<file path="src/rtl/core/ihs_pkg.sv">
package ihs_pkg;

	typedef enum logic [1:0] {
		KIND_UNKNOWN,
		KIND_GIF,
		KIND_JPEG,
		KIND_PNG
	} kind_t;

	typedef enum logic [1:0] {
		STATUS_OK,
		STATUS_TOO_SHORT,
		STATUS_UNKNOWN_SIG,
		STATUS_NO_FRAME
	} status_t;

	typedef enum logic [1:0] {
		SCAN_FF,
		SCAN_MARKER,
		SCAN_CAPTURE,
		SCAN_DONE
	} scan_t;

	typedef struct packed {
		logic png;
		logic jpeg;
		logic gif;
	} sig_flags_t;

	typedef struct packed {
		logic [7:0] value;
		logic       last;
	} in_word_t;

	typedef struct packed {
		kind_t       kind;
		status_t     status;
		logic [15:0] width;
		logic [15:0] height;
	} result_t;

	localparam logic [4:0] COUNT_MAX       = 5'd24;
	localparam logic [4:0] JPEG_MIN_LEN    = 5'd20;
	localparam logic [4:0] GIF_MIN_LEN     = 5'd6;
	localparam logic [4:0] MIN_LEN         = 5'd4;
	localparam logic [4:0] GIF_SIG_LEN     = 5'd4;
	localparam logic [4:0] JPEG_SIG_LEN    = 5'd3;
	localparam logic [4:0] PNG_SIG_LEN     = 5'd8;
	localparam logic [4:0] JPEG_SCAN_START = 5'd2;

	localparam logic [4:0] PNG_WIDTH_HI  = 5'd18;
	localparam logic [4:0] PNG_WIDTH_LO  = 5'd19;
	localparam logic [4:0] PNG_HEIGHT_HI = 5'd22;
	localparam logic [4:0] PNG_HEIGHT_LO = 5'd23;

	localparam logic [2:0] CAP_HEIGHT_HI = 3'd3;
	localparam logic [2:0] CAP_HEIGHT_LO = 3'd4;
	localparam logic [2:0] CAP_WIDTH_HI  = 3'd5;
	localparam logic [2:0] CAP_WIDTH_LO  = 3'd6;

	localparam logic [7:0] MARKER_PREFIX = 8'hFF;
	localparam logic [7:0] SOF_FIRST     = 8'hC0;
	localparam logic [7:0] SOF_LAST      = 8'hC3;

	localparam logic [7:0] GIF_SIG [4] = '{8'h47, 8'h49, 8'h46, 8'h38};
	localparam logic [7:0] PNG_SIG [8] = '{8'h89, 8'h50, 8'h4E, 8'h47,
		8'h0D, 8'h0A, 8'h1A, 8'h0A};

	function automatic logic [7:0] jpeg_sig_byte(input logic [1:0] idx);
		logic [7:0] sig;
		case (idx)
			2'd0:    sig = 8'hFF;
			2'd1:    sig = 8'hD8;
			2'd2:    sig = 8'hFF;
			default: sig = 8'h00;
		endcase
		return sig;
	endfunction

endpackage

</file>
<file path="src/rtl/core/ihs_in_stage.sv">
module ihs_in_stage
	import ihs_pkg::*;
(
	input  logic       clk,
	input  logic       arst_n,
	input  logic       byte_valid,
	input  logic [7:0] byte_value,
	input  logic       last_byte,
	output logic       byte_stall,
	input  logic       advance,
	output logic       valid_s1,
	output in_word_t   word_s1
);

	assign byte_stall = valid_s1 && !advance;

	always_ff @(posedge clk or negedge arst_n) begin
		if (!arst_n) begin
			valid_s1 <= 1'b0;
		end else if (!byte_stall) begin
			valid_s1 <= byte_valid;
		end
	end

	always_ff @(posedge clk) begin
		if (byte_valid && !byte_stall) begin
			word_s1 <= '{value: byte_value, last: last_byte};
		end
	end

endmodule

</file>
<file path="src/rtl/core/ihs_core.sv">
module ihs_core
	import ihs_pkg::*;
(
	input  logic     clk,
	input  logic     arst_n,
	input  logic     step,
	input  in_word_t word_s1,
	output result_t  result
);

	logic [4:0]  count_q, count_n;
	sig_flags_t  flags_q, flags_n;
	scan_t       scan_q, scan_n;
	logic [2:0]  cap_q, cap_n;
	logic        found_q, found_n;
	logic [15:0] width_q, width_n;
	logic [15:0] height_q, height_n;
	logic        cap_write;
	logic [7:0]  b;

	assign b = word_s1.value;

	always_comb begin
		flags_n = flags_q;
		if (count_q < GIF_SIG_LEN && b != GIF_SIG[count_q[1:0]]) begin
			flags_n.gif = 1'b0;
		end
		if (count_q < JPEG_SIG_LEN && b != jpeg_sig_byte(count_q[1:0])) begin
			flags_n.jpeg = 1'b0;
		end
		if (count_q < PNG_SIG_LEN && b != PNG_SIG[count_q[2:0]]) begin
			flags_n.png = 1'b0;
		end
	end

	always_comb begin
		count_n = (count_q < COUNT_MAX) ? count_q + 5'd1 : count_q;
	end

	// Marker scan: next state.
	always_comb begin
		scan_n    = scan_q;
		cap_n     = cap_q;
		found_n   = found_q;
		cap_write = 1'b0;
		if (count_q >= JPEG_SCAN_START) begin
			case (scan_q)
				SCAN_FF: begin
					if (b == MARKER_PREFIX) begin
						scan_n = SCAN_MARKER;
					end
				end
				SCAN_MARKER: begin
					if (b inside {[SOF_FIRST:SOF_LAST]}) begin
						scan_n = SCAN_CAPTURE;
						cap_n  = 3'd0;
					end else begin
						scan_n = SCAN_FF;
					end
				end
				SCAN_CAPTURE: begin
					cap_write = 1'b1;
					if (cap_q >= CAP_WIDTH_LO) begin
						found_n = 1'b1;
						scan_n  = SCAN_DONE;
					end else begin
						cap_n = cap_q + 3'd1;
					end
				end
				default: begin
				end
			endcase
		end
	end

	// Dimension capture for both formats.
	always_comb begin
		width_n  = width_q;
		height_n = height_q;
		if (flags_n.png) begin
			case (count_q)
				PNG_WIDTH_HI:  width_n[15:8]  = b;
				PNG_WIDTH_LO:  width_n[7:0]   = b;
				PNG_HEIGHT_HI: height_n[15:8] = b;
				PNG_HEIGHT_LO: height_n[7:0]  = b;
				default: begin
				end
			endcase
		end
		if (cap_write && flags_n.jpeg) begin
			case (cap_q)
				CAP_HEIGHT_HI: height_n[15:8] = b;
				CAP_HEIGHT_LO: height_n[7:0]  = b;
				CAP_WIDTH_HI:  width_n[15:8]  = b;
				CAP_WIDTH_LO:  width_n[7:0]   = b;
				default: begin
				end
			endcase
		end
	end

	always_comb begin
		result = '{kind: KIND_UNKNOWN, status: STATUS_OK, width: 16'd0, height: 16'd0};
		if (count_n < MIN_LEN) begin
			result.status = STATUS_TOO_SHORT;
		end else if (flags_n.gif) begin
			if (count_n >= GIF_MIN_LEN) begin
				result.kind = KIND_GIF;
			end else begin
				result.status = STATUS_TOO_SHORT;
			end
		end else if (flags_n.jpeg) begin
			result.kind = KIND_JPEG;
			if (count_n < JPEG_MIN_LEN) begin
				result.status = STATUS_TOO_SHORT;
			end else if (found_n) begin
				result.width  = width_n;
				result.height = height_n;
			end else begin
				result.status = STATUS_NO_FRAME;
			end
		end else if (flags_n.png) begin
			if (count_n < PNG_SIG_LEN) begin
				result.status = STATUS_TOO_SHORT;
			end else if (count_n < COUNT_MAX) begin
				result.kind   = KIND_PNG;
				result.status = STATUS_TOO_SHORT;
			end else begin
				result.kind   = KIND_PNG;
				result.width  = width_n;
				result.height = height_n;
			end
		end else begin
			result.status = STATUS_UNKNOWN_SIG;
		end
	end

	// The state returns to its reset value after the last word of a file.
	always_ff @(posedge clk or negedge arst_n) begin
		if (!arst_n) begin
			count_q  <= 5'd0;
			flags_q  <= '1;
			scan_q   <= SCAN_FF;
			cap_q    <= 3'd0;
			found_q  <= 1'b0;
			width_q  <= 16'd0;
			height_q <= 16'd0;
		end else if (step) begin
			if (word_s1.last) begin
				count_q  <= 5'd0;
				flags_q  <= '1;
				scan_q   <= SCAN_FF;
				cap_q    <= 3'd0;
				found_q  <= 1'b0;
				width_q  <= 16'd0;
				height_q <= 16'd0;
			end else begin
				count_q  <= count_n;
				flags_q  <= flags_n;
				scan_q   <= scan_n;
				cap_q    <= cap_n;
				found_q  <= found_n;
				width_q  <= width_n;
				height_q <= height_n;
			end
		end
	end

endmodule

</file>
<file path="src/rtl/core/ihs_out_stage.sv">
module ihs_out_stage
	import ihs_pkg::*;
(
	input  logic        clk,
	input  logic        arst_n,
	input  logic        load,
	input  result_t     result_in,
	output logic        result_valid,
	input  logic        result_stall,
	output logic [1:0]  image_kind,
	output logic [1:0]  status,
	output logic [15:0] width,
	output logic [15:0] height
);

	result_t result_q;

	always_ff @(posedge clk or negedge arst_n) begin
		if (!arst_n) begin
			result_valid <= 1'b0;
		end else if (load) begin
			result_valid <= 1'b1;
		end else if (!result_stall) begin
			result_valid <= 1'b0;
		end
	end

	always_ff @(posedge clk) begin
		if (load) begin
			result_q <= result_in;
		end
	end

	assign image_kind = result_q.kind;
	assign status     = result_q.status;
	assign width      = result_q.width;
	assign height     = result_q.height;

endmodule

</file>
<file path="src/rtl/core/image_header_sniffer_top.sv">
// Identifies a GIF, JPEG or PNG file from its bytes, taken one word per cycle, and gives one
// result word (format, status, width, height) for the word marked as the last of the file; other
// words give no result. A word enters the input register, and once it advances it is folded into
// the running header state while, for a last word, the result is loaded into the output register.
// One word can be accepted in every cycle; the input side stalls only while a last word waits
// behind an output result that is itself stalled. After each result the header state clears
// itself for the next file.
module image_header_sniffer_top
	import ihs_pkg::*;
(
	input  logic        clk,
	input  logic        arst_n,
	input  logic        byte_valid,
	output logic        byte_stall,
	input  logic [7:0]  byte_value,
	input  logic        last_byte,
	output logic        result_valid,
	input  logic        result_stall,
	output logic [1:0]  image_kind,
	output logic [1:0]  status,
	output logic [15:0] width,
	output logic [15:0] height
);

	logic     valid_s1;
	in_word_t word_s1;
	logic     advance;
	logic     load;
	result_t  result;

	assign advance = valid_s1 && (!word_s1.last || !result_valid || !result_stall);
	assign load    = advance && word_s1.last;

	ihs_in_stage u_in_stage (
		.clk        (clk),
		.arst_n     (arst_n),
		.byte_valid (byte_valid),
		.byte_value (byte_value),
		.last_byte  (last_byte),
		.byte_stall (byte_stall),
		.advance    (advance),
		.valid_s1   (valid_s1),
		.word_s1    (word_s1)
	);

	ihs_core u_core (
		.clk     (clk),
		.arst_n  (arst_n),
		.step    (advance),
		.word_s1 (word_s1),
		.result  (result)
	);

	ihs_out_stage u_out_stage (
		.clk          (clk),
		.arst_n       (arst_n),
		.load         (load),
		.result_in    (result),
		.result_valid (result_valid),
		.result_stall (result_stall),
		.image_kind   (image_kind),
		.status       (status),
		.width        (width),
		.height       (height)
	);

`ifndef SYNTHESIS
	assert property (@(posedge clk) disable iff (!arst_n)
		load |=> result_valid)
		else $error("last word did not produce a result");

	assert property (@(posedge clk) disable iff (!arst_n)
		byte_stall |-> valid_s1 && word_s1.last && result_valid)
		else $error("input stalled without a waiting last word");

	assert property (@(posedge clk) disable iff (!arst_n)
		result_valid && status != STATUS_OK |-> width == 16'd0 && height == 16'd0)
		else $error("dimensions given with a failing status");

	assert property (@(posedge clk) disable iff (!arst_n)
		result_valid && image_kind == KIND_GIF |-> width == 16'd0 && height == 16'd0)
		else $error("GIF result carries dimensions");
`endif

endmodule
</file>
<file path="config.mk">
export PLATFORM = sky130hd
export DESIGN_NAME = image_header_sniffer_top
export DESIGN_NICKNAME = d
export VERILOG_FILES = /design/src/rtl/core/ihs_pkg.sv /design/src/rtl/core/ihs_in_stage.sv /design/src/rtl/core/ihs_core.sv /design/src/rtl/core/ihs_out_stage.sv /design/src/rtl/core/image_header_sniffer_top.sv
export SDC_FILE = /design/constraint.sdc
export NUM_CORES = 1
export LEC_CHECK = 0
export ABC_AREA = 1
export BUFFER_PORTS_ARGS = -buffer_cell sky130_fd_sc_hd__buf_2
export CELL_PAD_IN_SITES_DETAIL_PLACEMENT = 1
export CELL_PAD_IN_SITES_GLOBAL_PLACEMENT = 1
export CORE_MARGIN = 2
export CORE_UTILIZATION = 44
export DETAILED_ROUTE_END_ITERATION = 10
export PLACE_DENSITY_LB_ADDON = 0.1
export SYNTH_ARGS = -nofsm -noshare
export SYNTH_HDL_FRONTEND = slang
export SYNTH_SLANG_ARGS = --single-unit
</file>
<file path="constraint.sdc">
create_clock -name clk -period 3.2 [get_ports clk]
set_input_delay 0.64 -clock clk [delete_from_list [all_inputs] [get_ports clk]]
set_output_delay 0.64 -clock clk [all_outputs]
set_load 0.05 [all_outputs]
</file>
==> results.toml, run 1 <==
[synthesis]
avgSynthCellArea_um2 = 7.39
synth_edf_count = 45
synthMuxAreaShare_pct = 0
netlist_area_um2 = 5580
synth_compound_area_share_pct = 8.92
yosysSeqAreaShare_pct = 45.8
synth_cells = 755
synth_top_family_by_area = "simple AND/OR/NAND/NOR gates"
yosysWarnings = 0
async_flop_share_pct = 51.6
ys_ff_latch = 93
yosys.area_share.simple_pct = 33.1
yosys.area_share.xor_xnor_pct = 0.471
synth_nets = 783
synth_cell_types = 32
synth_fa_ha_area_share_pct = 3.36
synthFlopType = "edfxtp_1"

[timing]
fin_crit_sh_pct = 89.1
tns_ns = 0
hold_slack_ns = 0.411
finalSetupViolations = 0
finalCriticalPeriod_ns = 2.85
clock_skew_ns = 0.00875
worstMarginPinSlew_ns = 0.732
maxSlewViolCount = 0
setup_slack_ns = 0.350
hold_violations = 0
max_freq_ghz = 0.351
rsz0062_at_grt = "false"
relSlewSlack_pct = 51.2

[critical_path]
critPathMaxFanout = 34
r2r_cells = 15
cp-end-kind = "flip-flop"
crit_type = "reg -> reg"
critical_path_required_ns = 3.28
worstPathArrival_ns = 2.93
critPathLaunchType = "flip-flop"
r2r_setup_slack_ns = 0.35
reg2reg_to = "u_out_stage.width[8]$_SDFFCE_PP0P_"
reg2reg_from = "u_core.count_q[0]$_DFFE_PN0P_"

[status]
status = "completed"

[grt]
grt_pass1_wl_um = 29700
grt-ovfl-total = 0
grt_pass1_vias = 5730
track_usage_pct = 29.2
grt_max_degree = 49
grt_antenna_before_repair = 0

[detailed_routing]
viasPerCell = 5.55
routed_wl_um = 18500
drcViolationCount = 0
vias = 5437
routedWlPerCell_um = 18.9
drt_iter0_drc = 337
drtPass1Iterations = 5
ant_nets = 0

[place]
postPlaceCellArea_um2 = 6050
dp_hpwl_um = 12200
port_buffers = 50
place_congestion = 0.940
dp_cells = 963
dp_slack_ns = 0.407

[clock_network]
numClockSinks = 93
clkTransAtPathRegs_ns = 0.07
clockBufferDepth = 2
postCtsHoldBufs = 0
clk_root_buffer_cell = "clkbuf_16"
cts_max_level = 3
cts_tree = "built"
cts_buffers = 9
clock_latency_ns = 0.36
cts-resized-gates = 0
post-cts-setup-buffers = 0

[floorplan]
die_area_um2 = 13600
die_h_um = 117
die_width_um = 117
ios = 51
core_um2 = 12500
initial_core_util_pct = 44.6
placementRows = 41

[cells_and_area]
nets = 830
regArea_um2 = 2560
fin_area_um2 = 6310
drive_gt1_share_pct = 12.8
num-fill-cells = 1642
multiInputGateArea_um2 = 2560
stdcell_count = 979
n_antenna_cell = 0
area_growth_syn_to_layout_pct = 13.0
utilization_pct = 50.4

[power_and_ir_drop]
powerDensity_nw_per_um2 = 532
report.power.total_mw = 3.35
peakVddDrop_mv = 0.282
leakage_nw = 3.03

[hold_path]
hp-class = "in -> async"

[job]
drv_cap = 0
==> power breakdown <==
part           switching [mW]  total (mW)  internal [mW]
sequential             0.0990        1.46           1.36
clock                   0.475       0.993          0.518
combinational           0.652       0.903          0.251
==> Yosys cell counts (2+ instances only) <==
library cell / n / area, um^2
nand2_1: 276 / 1040
nand3_1: 108 / 541
inv_1: 70 / 263
dfrtp_1: 45 / 1130
edfxtp_1: 45 / 1350
a21oi_1: 43 / 215
o21ai_0: 41 / 205
nor2_1: 32 / 120
buf_2: 18 / 90.1
clkbuf_1: 18 / 67.6
ha_1: 15 / 188
nand4_1: 7 / 43.8
nor3_1: 5 / 25.0
o22ai_1: 5 / 31.3
dfstp_2: 3 / 78.8
inv_2: 3 / 11.3
o211ai_1: 3 / 22.5
buf_6: 2 / 22.5
nor2_2: 2 / 12.5
xnor2_1: 2 / 17.5
==> layer usage <==
layer	global-route usage [%]	wire (um)
met2	50.8	9280
met3	3.94	876
met4	13.6	532
met1	36.0	7840
met5	0	0
==> layout by cell type (no fill, tap or decap), drive strengths merged, types with 2 or more instances in the layout <==
cell    netlist  routed
a21oi        44      44
buf          21      75
clkbuf       18      10
clkinv        1       7
dfrtp        45      45
dfstp         3       3
edfxtp       45      45
ha           15      15
inv          73      73
nand2       277     277
nand3       110     110
nand4         8       8
nor2         35      35
nor3          5       5
o211ai        3       3
o21ai        41      41
o22ai         5       5
xnor2         2       2
==> sequential cells by signal, summed over array words and instances (netlist names) <==
name,count
u_core.height_q,16
u_core.width_q,16
u_out_stage.height,16
u_out_stage.width,16
u_in_stage.word_s1,9
u_core.count_q,5
u_core.cap_q,3
u_core.flags_q,3
u_core.scan_q,2
u_out_stage.image_kind,2
u_out_stage.status,2
u_core.found_q,1
u_in_stage.valid_s1,1
u_out_stage.result_valid,1
==> area by class of cell <==
class,instances,area share (%)
Multi-Input combinational cell,549,40.6
Sequential cell,93,40.5
Timing Repair Buffer,75,6.94
Inverter,74,4.40
Clock buffer,10,3.63
Tap cell,172,3.41
Clock inverter,6,0.476
==> critical path: stages, from the launching register on <==
cell and delay [ns]:
dfrtp_1 0.55, inv_1 0.25, ha_1 0.30, inv_1 0.06, nand2_1 0.10, nand2_1 0.11
nand2_1 0.05, nand2_1 0.08, nor2_1 0.04, nand3_1 0.08, nand2_1 0.06, nand2_1 0.09
buf_4 0.41, nand2_1 0.14, nand3_1 0.14, a21oi_1 0.11
==> worst max path at each step <==
| stage | cells past startpoint | to | from | slack (ns) |
|---|---|---|---|---|
| 2_1_floorplan | 5 | u_out_stage.height[0]$_SDFFCE_PP0P_ | u_out_stage.result_valid$_DFFE_PN0P_ | 0.88 |
| 3_3_place_gp | 15 | u_out_stage.width[11]$_SDFFCE_PP0P_ | u_core.count_q[0]$_DFFE_PN0P_ | 0.50 |
| 3_5_place_dp | 15 | u_out_stage.width[8]$_SDFFCE_PP0P_ | u_core.count_q[0]$_DFFE_PN0P_ | 0.41 |
| 4_1_cts | 15 | u_out_stage.width[8]$_SDFFCE_PP0P_ | u_core.count_q[0]$_DFFE_PN0P_ | 0.37 |
| 5_1_grt | 17 | u_out_stage.width[4]$_SDFFCE_PP0P_ | u_core.count_q[0]$_DFFE_PN0P_ | 0.04 |
| 6_report | 15 | u_out_stage.width[8]$_SDFFCE_PP0P_ | u_core.count_q[0]$_DFFE_PN0P_ | 0.35 |
==> cell families after synthesis <==
| kind of cell | after synthesis |
|---|---|
| AND/OR/NAND/NOR | 437 |
| buffers and inverters | 113 |
| AO/OA/AOI/OAI | 94 |
| flip-flops | 93 |
| adder cells (fa/ha/maj) | 15 |
| XOR/XNOR | 3 |
Note: power is estimated with default switching activity, not from simulation.
==> run 2, diff against run 1 <==
--- a/config.mk
+++ b/config.mk
@@ -6,11 +6,13 @@
 export NUM_CORES = 1
 export LEC_CHECK = 0
 export ABC_AREA = 1
+export ABC_CLOCK_PERIOD_IN_PS = 3200
 export BUFFER_PORTS_ARGS = -buffer_cell sky130_fd_sc_hd__buf_2
 export CELL_PAD_IN_SITES_DETAIL_PLACEMENT = 1
 export CELL_PAD_IN_SITES_GLOBAL_PLACEMENT = 1
 export CORE_MARGIN = 2
 export CORE_UTILIZATION = 44
+export CTS_BUF_LIST = sky130_fd_sc_hd__clkbuf_16
 export DETAILED_ROUTE_END_ITERATION = 10
 export PLACE_DENSITY_LB_ADDON = 0.1
 export SYNTH_ARGS = -nofsm -noshare
==> run 2 against run 1 <==
Effect of this change: combinational power about the same; worst setup slack worse by 0.0024 ns; critical endpoint unchanged; sequential power about the same.
==> results.toml, run 2 (same netlist as run 1, synthesis figures left out) <==
[critical_path]
r2r_setup_slack_ns = 0.35
critPathMaxFanout = 34
reg2reg_to = "u_out_stage.width[8]$_SDFFCE_PP0P_"
cp_num_buf_inv = 3
crit_cells = 15
worstPathArrival_ns = 2.93
reg2reg_from = "u_core.count_q[0]$_DFFE_PN0P_"
cpMaxStageDelayCell = "dfrtp_1"
cp_slowest_stage_delay_ns = 0.55
crit_top_cell = "nand2_1"
crit_end = "u_out_stage.width[8]$_SDFFCE_PP0P_"
startpoint = "u_core.count_q[0]$_DFFE_PN0P_"
crit_type = "reg -> reg"
r2r_cells = 15
cp_top_family = "simple AND/OR/NAND/NOR gates"
cp-end-kind = "flip-flop"
critPathLaunchType = "flip-flop"
worstPathCellList = "inv_1, ha_1, inv_1, nand2_1, nand2_1, nand2_1, nand2_1, nor2_1, nand3_1, nand2_1, nand2_1, buf_4, nand2_1, nand3_1, a21oi_1"
critical_path_required_ns = 3.28

[detailed_routing]
drcViolationCount = 0
ant_nets = 0
vias = 5439
viasPerCell = 5.56
drt_iter0_drc = 336
routed_wl_um = 18500
drtPass1Iterations = 5
routedWlPerCell_um = 18.9

[hold_path]
hp-class = "in -> async"

[power_and_ir_drop]
p_sw_mw = 1.23
intPower_mw = 2.13
switching_share_pct = 36.6
power_frac_clock_pct = 29.6
seq_power_share_pct = 43.5
leakage_nw = 3.04
p_comb_share_pct = 26.9
peakVddDrop_mv = 0.282
powerDensity_nw_per_um2 = 531

[floorplan]
ios = 51
core_um2 = 12500
initial_core_util_pct = 44.6
placementRows = 41
die_width_um = 117
die_area_um2 = 13600
die_h_um = 117

[grt]
grt_pass1_vias = 5730
grt_pass1_wl_um = 29700
grt-ovfl-total = 0
track_usage_pct = 29.2
grt_antenna_before_repair = 0
grt_max_degree = 49

[clock_network]
clockBufferDepth = 2
clkTransAtPathRegs_ns = 0.07
cts_buffers = 9
cts_tree = "built"
postCtsHoldBufs = 0
cts-resized-gates = 0
numClockSinks = 93
post-cts-setup-buffers = 0
clock_latency_ns = 0.36
clk_root_buffer_cell = "clkbuf_16"
cts_max_level = 3

[place]
dp_hpwl_um = 12200
port_buffers = 50
dp_slack_ns = 0.407
postPlaceCellArea_um2 = 6050
place_congestion = 0.940

[cells_and_area]
nets = 830
drive_gt1_share_pct = 12.8
layout_common_cells = "276 x nand2_1, 108 x nand3_1, 71 x inv_1"
fin_area_um2 = 6310
layout_commonest_cell = "nand2_1"
n_antenna_cell = 0
area_growth_syn_to_layout_pct = 13.0

[status]
status = "completed"

[timing]
setup_slack_ns = 0.348
relSlewSlack_pct = 51.3
tns_ns = 0
hold_violations = 0
worstMarginPinSlew_ns = 0.731
fin_crit_sh_pct = 89.1
rsz0062_at_grt = "false"
clock_skew_ns = 0.00933
finalSetupViolations = 0
max_freq_ghz = 0.351
maxSlewViolCount = 0
finalCriticalPeriod_ns = 2.85

[job]
drv_cap = 0
run 2: how the worst min path moves through the flow:
stage / start / to / slack, ns
finish: arst_n / u_core.height_q[6]$_DFFE_PN0P_ / 0.41
global route: byte_value[5] / u_in_stage.word_s1[6]$_DFFE_PP_ / 0.45
global placement: u_core.height_q[2]$_DFFE_PN0P_ / u_core.height_q[2]$_DFFE_PN0P_ / 0.48
CTS: arst_n / u_core.height_q[14]$_DFFE_PN0P_ / 0.45
floorplan: arst_n / u_core.cap_q[0]$_DFFE_PN0P_ / 0.34
detailed placement: u_core.height_q[3]$_DFFE_PN0P_ / u_core.height_q[3]$_DFFE_PN0P_ / 0.49
run 2: cell type report:
cell class / count / area [um^2]
Multi-Input combinational cell: 549 / 2560
Fill cell: 1642 / 6210
Inverter: 74 / 278
Clock inverter: 7 / 33.8
Timing Repair Buffer: 75 / 438
Sequential cell: 93 / 2560
Clock buffer: 9 / 225
Tap cell: 172 / 215
run 2: power groups by stage:
stage	combinational [mW]	sequential (mW)	clock [mW]
floorplan	0.582	1.51	0
global placement	0.872	1.47	0
detailed placement	0.900	1.48	0
CTS	0.907	1.46	1.01
global route	1.02	1.47	1.05
finish	0.902	1.46	0.990
run 2: per-layer routing:
layer	routed length, um	track usage [%]
met1	7890	36.0
met2	9260	50.8
met3	840	3.94
met4	531	13.6
met5	0	0
run 2: per-stage QoR:
| stage | std cells | utilization, % | power [mW] | hold slack [ns] |
|---|---|---|---|---|
| 2_1_floorplan | 755 | - | 2.10 | 0.344 |
| 3_3_place_gp | 963 | 48.3 | 2.35 | 0.479 |
| 3_5_place_dp | 963 | 48.3 | 2.38 | 0.488 |
| 4_1_cts | 979 | 50.4 | 3.37 | 0.448 |
| 5_1_grt | 979 | 50.4 | 3.54 | 0.449 |
| 6_report | 979 | 50.4 | 3.35 | 0.410 |
==> run 3, diff against run 2 <==
--- a/config.mk
+++ b/config.mk
@@ -15,6 +15,8 @@
 export CTS_BUF_LIST = sky130_fd_sc_hd__clkbuf_16
 export DETAILED_ROUTE_END_ITERATION = 10
 export PLACE_DENSITY_LB_ADDON = 0.1
+export REMOVE_ABC_BUFFERS = 1
+export SLEW_MARGIN = 20
 export SYNTH_ARGS = -nofsm -noshare
 export SYNTH_HDL_FRONTEND = slang
 export SYNTH_SLANG_ARGS = --single-unit
==> run 3 against run 2 <==
Effect of this change: fmax rose by 9.0%; register-to-register slack improved by 0.24 ns; routed wire length is 3.0% higher; first-iteration DRC count up 19%; die area unchanged; global-route usage is 0.48 points higher.
==> results.toml, run 3 (same netlist as run 1, synthesis figures left out) <==
[critical_path]
cp_slowest_stage_delay_ns = 0.63
cp_num_buf_inv = 2
crit_type = "reg -> reg"
cpMaxStageDelayCell = "dfrtp_1"
critical_path_required_ns = 3.29
critPathMaxFanout = 32
worstPathArrival_ns = 2.71
cp_top_family = "simple AND/OR/NAND/NOR gates"
cp-end-kind = "flip-flop"
worstPathCellList = "inv_1, nand2_1, nand2_1, nand2_1, nand2_1, nor2_1, nand3_1, nand2_1, buf_4, nand3_1, nand2_1, nand2_1, nand2_1, nor2_1"
critPathLaunchType = "flip-flop"
crit_top_cell = "nand2_1"

[place]
postPlaceCellArea_um2 = 6100
dp_hpwl_um = 12500
port_buffers = 50
place_congestion = 0.901

[cells_and_area]
regArea_um2 = 2560
layout_commonest_cell = "nand2_1"
fin_area_um2 = 6350
n_antenna_cell = 0
drive_gt1_share_pct = 13.1
nets = 835
area_growth_syn_to_layout_pct = 13.8
num-fill-cells = 1636
layout_common_cells = "276 x nand2_1, 108 x nand3_1, 74 x inv_1"
multiInputGateArea_um2 = 2560

[timing]
relSlewSlack_pct = 54.4
hold_slack_ns = 0.322
clock_skew_ns = 0.00741
hold_violations = 0
finalCriticalPeriod_ns = 2.62
finalSetupViolations = 0
fin_crit_sh_pct = 81.8
worstMarginPinSlew_ns = 0.684
rsz0062_at_grt = "false"
maxSlewViolCount = 0
max_freq_ghz = 0.382

[floorplan]
initial_core_util_pct = 44.6
ios = 51
die_h_um = 117
placementRows = 41
core_um2 = 12500
die_width_um = 117
die_area_um2 = 13600

[grt]
grt-ovfl-total = 0
track_usage_pct = 29.7
grt_antenna_before_repair = 0
grt_pass1_wl_um = 30200
grt_pass1_vias = 5743
grt_max_degree = 37

[hold_path]
hp-class = "in -> async"

[clock_network]
post-cts-setup-buffers = 0
clockBufferDepth = 2
clk_root_buffer_cell = "clkbuf_16"
cts_buffers = 9
cts-resized-gates = 0
postCtsHoldBufs = 0
numClockSinks = 93
clock_latency_ns = 0.35
clkTransAtPathRegs_ns = 0.07
cts_tree = "built"
cts_max_level = 3

[job]
drv_cap = 0

[detailed_routing]
vias = 5497
routed_wl_um = 19100
viasPerCell = 5.59
drcViolationCount = 0
ant_nets = 0
drtPass1Iterations = 5
drt_iter0_drc = 401
routedWlPerCell_um = 19.4

[power_and_ir_drop]
peakVddDrop_mv = 0.428
powerDensity_nw_per_um2 = 527
report.power.total_mw = 3.35
leakage_nw = 3.07

[status]
status = "completed"
-- run 3: changes by cell type in the layout (fill, tap and decap cells not counted), sizes merged --
cell    change
inv         +3
clkinv      -3
buf         +5
-- run 3: worst paths after layout --
kind | start | depth (start not counted) | to | slack, ns
min in group clk | byte_value[5] | 1 | u_in_stage.word_s1[6]$_DFFE_PP_ | 0.46
worst min-delay path | arst_n | 1 | u_core.width_q[13]$_DFFE_PN0P_ | 0.32
max in group asynchronous | arst_n | 2 | u_core.flags_q[1]$_DFFE_PN1P_ | 2.09
worst min register to register | u_core.height_q[9]$_DFFE_PN0P_ | 2 | u_core.height_q[9]$_DFFE_PN0P_ | 0.51
worst max register to register | u_core.count_q[2]$_DFFE_PN0P_ | 14 | u_out_stage.width[0]$_SDFFCE_PP0P_ | 0.58
worst max-delay path | u_core.count_q[2]$_DFFE_PN0P_ | 14 | u_out_stage.width[0]$_SDFFCE_PP0P_ | 0.58
-- run 3: cell type report --
class	count	share of cell area [%]
clock buffers	9	3.54
inverters	74	4.37
flip-flops and latches	93	40.2
clock inverters	7	0.433
well taps	172	3.39
multi-input cells	549	40.4
repair buffers	80	7.68
-- run 3: per-stage QoR --
step	TNS [ns]	worst slack (ns)	utilization [%]	std cells
2_1_floorplan	-12.86	-0.410	-	716
3_3_place_gp	0	0.691	48.7	968
3_5_place_dp	0	0.597	48.7	968
4_1_cts	0	0.578	50.8	984
5_1_grt	0	0.302	50.8	984
6_report	0	0.583	50.8	984
-- run 3: worst register-to-register path: stages (launching register included) --
cell	delay (ns)
dfrtp_1	0.63
inv_1	0.26
nand2_1	0.20
nand2_1	0.08
nand2_1	0.06
nand2_1	0.05
nor2_1	0.09
nand3_1	0.07
nand2_1	0.08
buf_4	0.38
nand3_1	0.15
nand2_1	0.11
nand2_1	0.07
nand2_1	0.07
nor2_1	0.04
-- run 3: routing by layer --
| metal | global-route usage (%) | routed length, um | vias up |
|---|---|---|---|
| met5 | 0 | 0 | - |
| met1 | 37.1 | 8230 | 2727 |
| met3 | 4.57 | 970 | 49 |
| li1 | - | - | 2558 |
| met2 | 50.1 | 9240 | 163 |
| met4 | 14.9 | 635 | 0 |
-- run 3: where the power goes --
group | internal [mW] | switching (mW) | leakage [nW]
registers | 1.36 | 0.0866 | 1.08
logic | 0.259 | 0.670 | 1.85
clock network | 0.510 | 0.464 | 0.139
total | 2.13 | 1.22 | 3.07
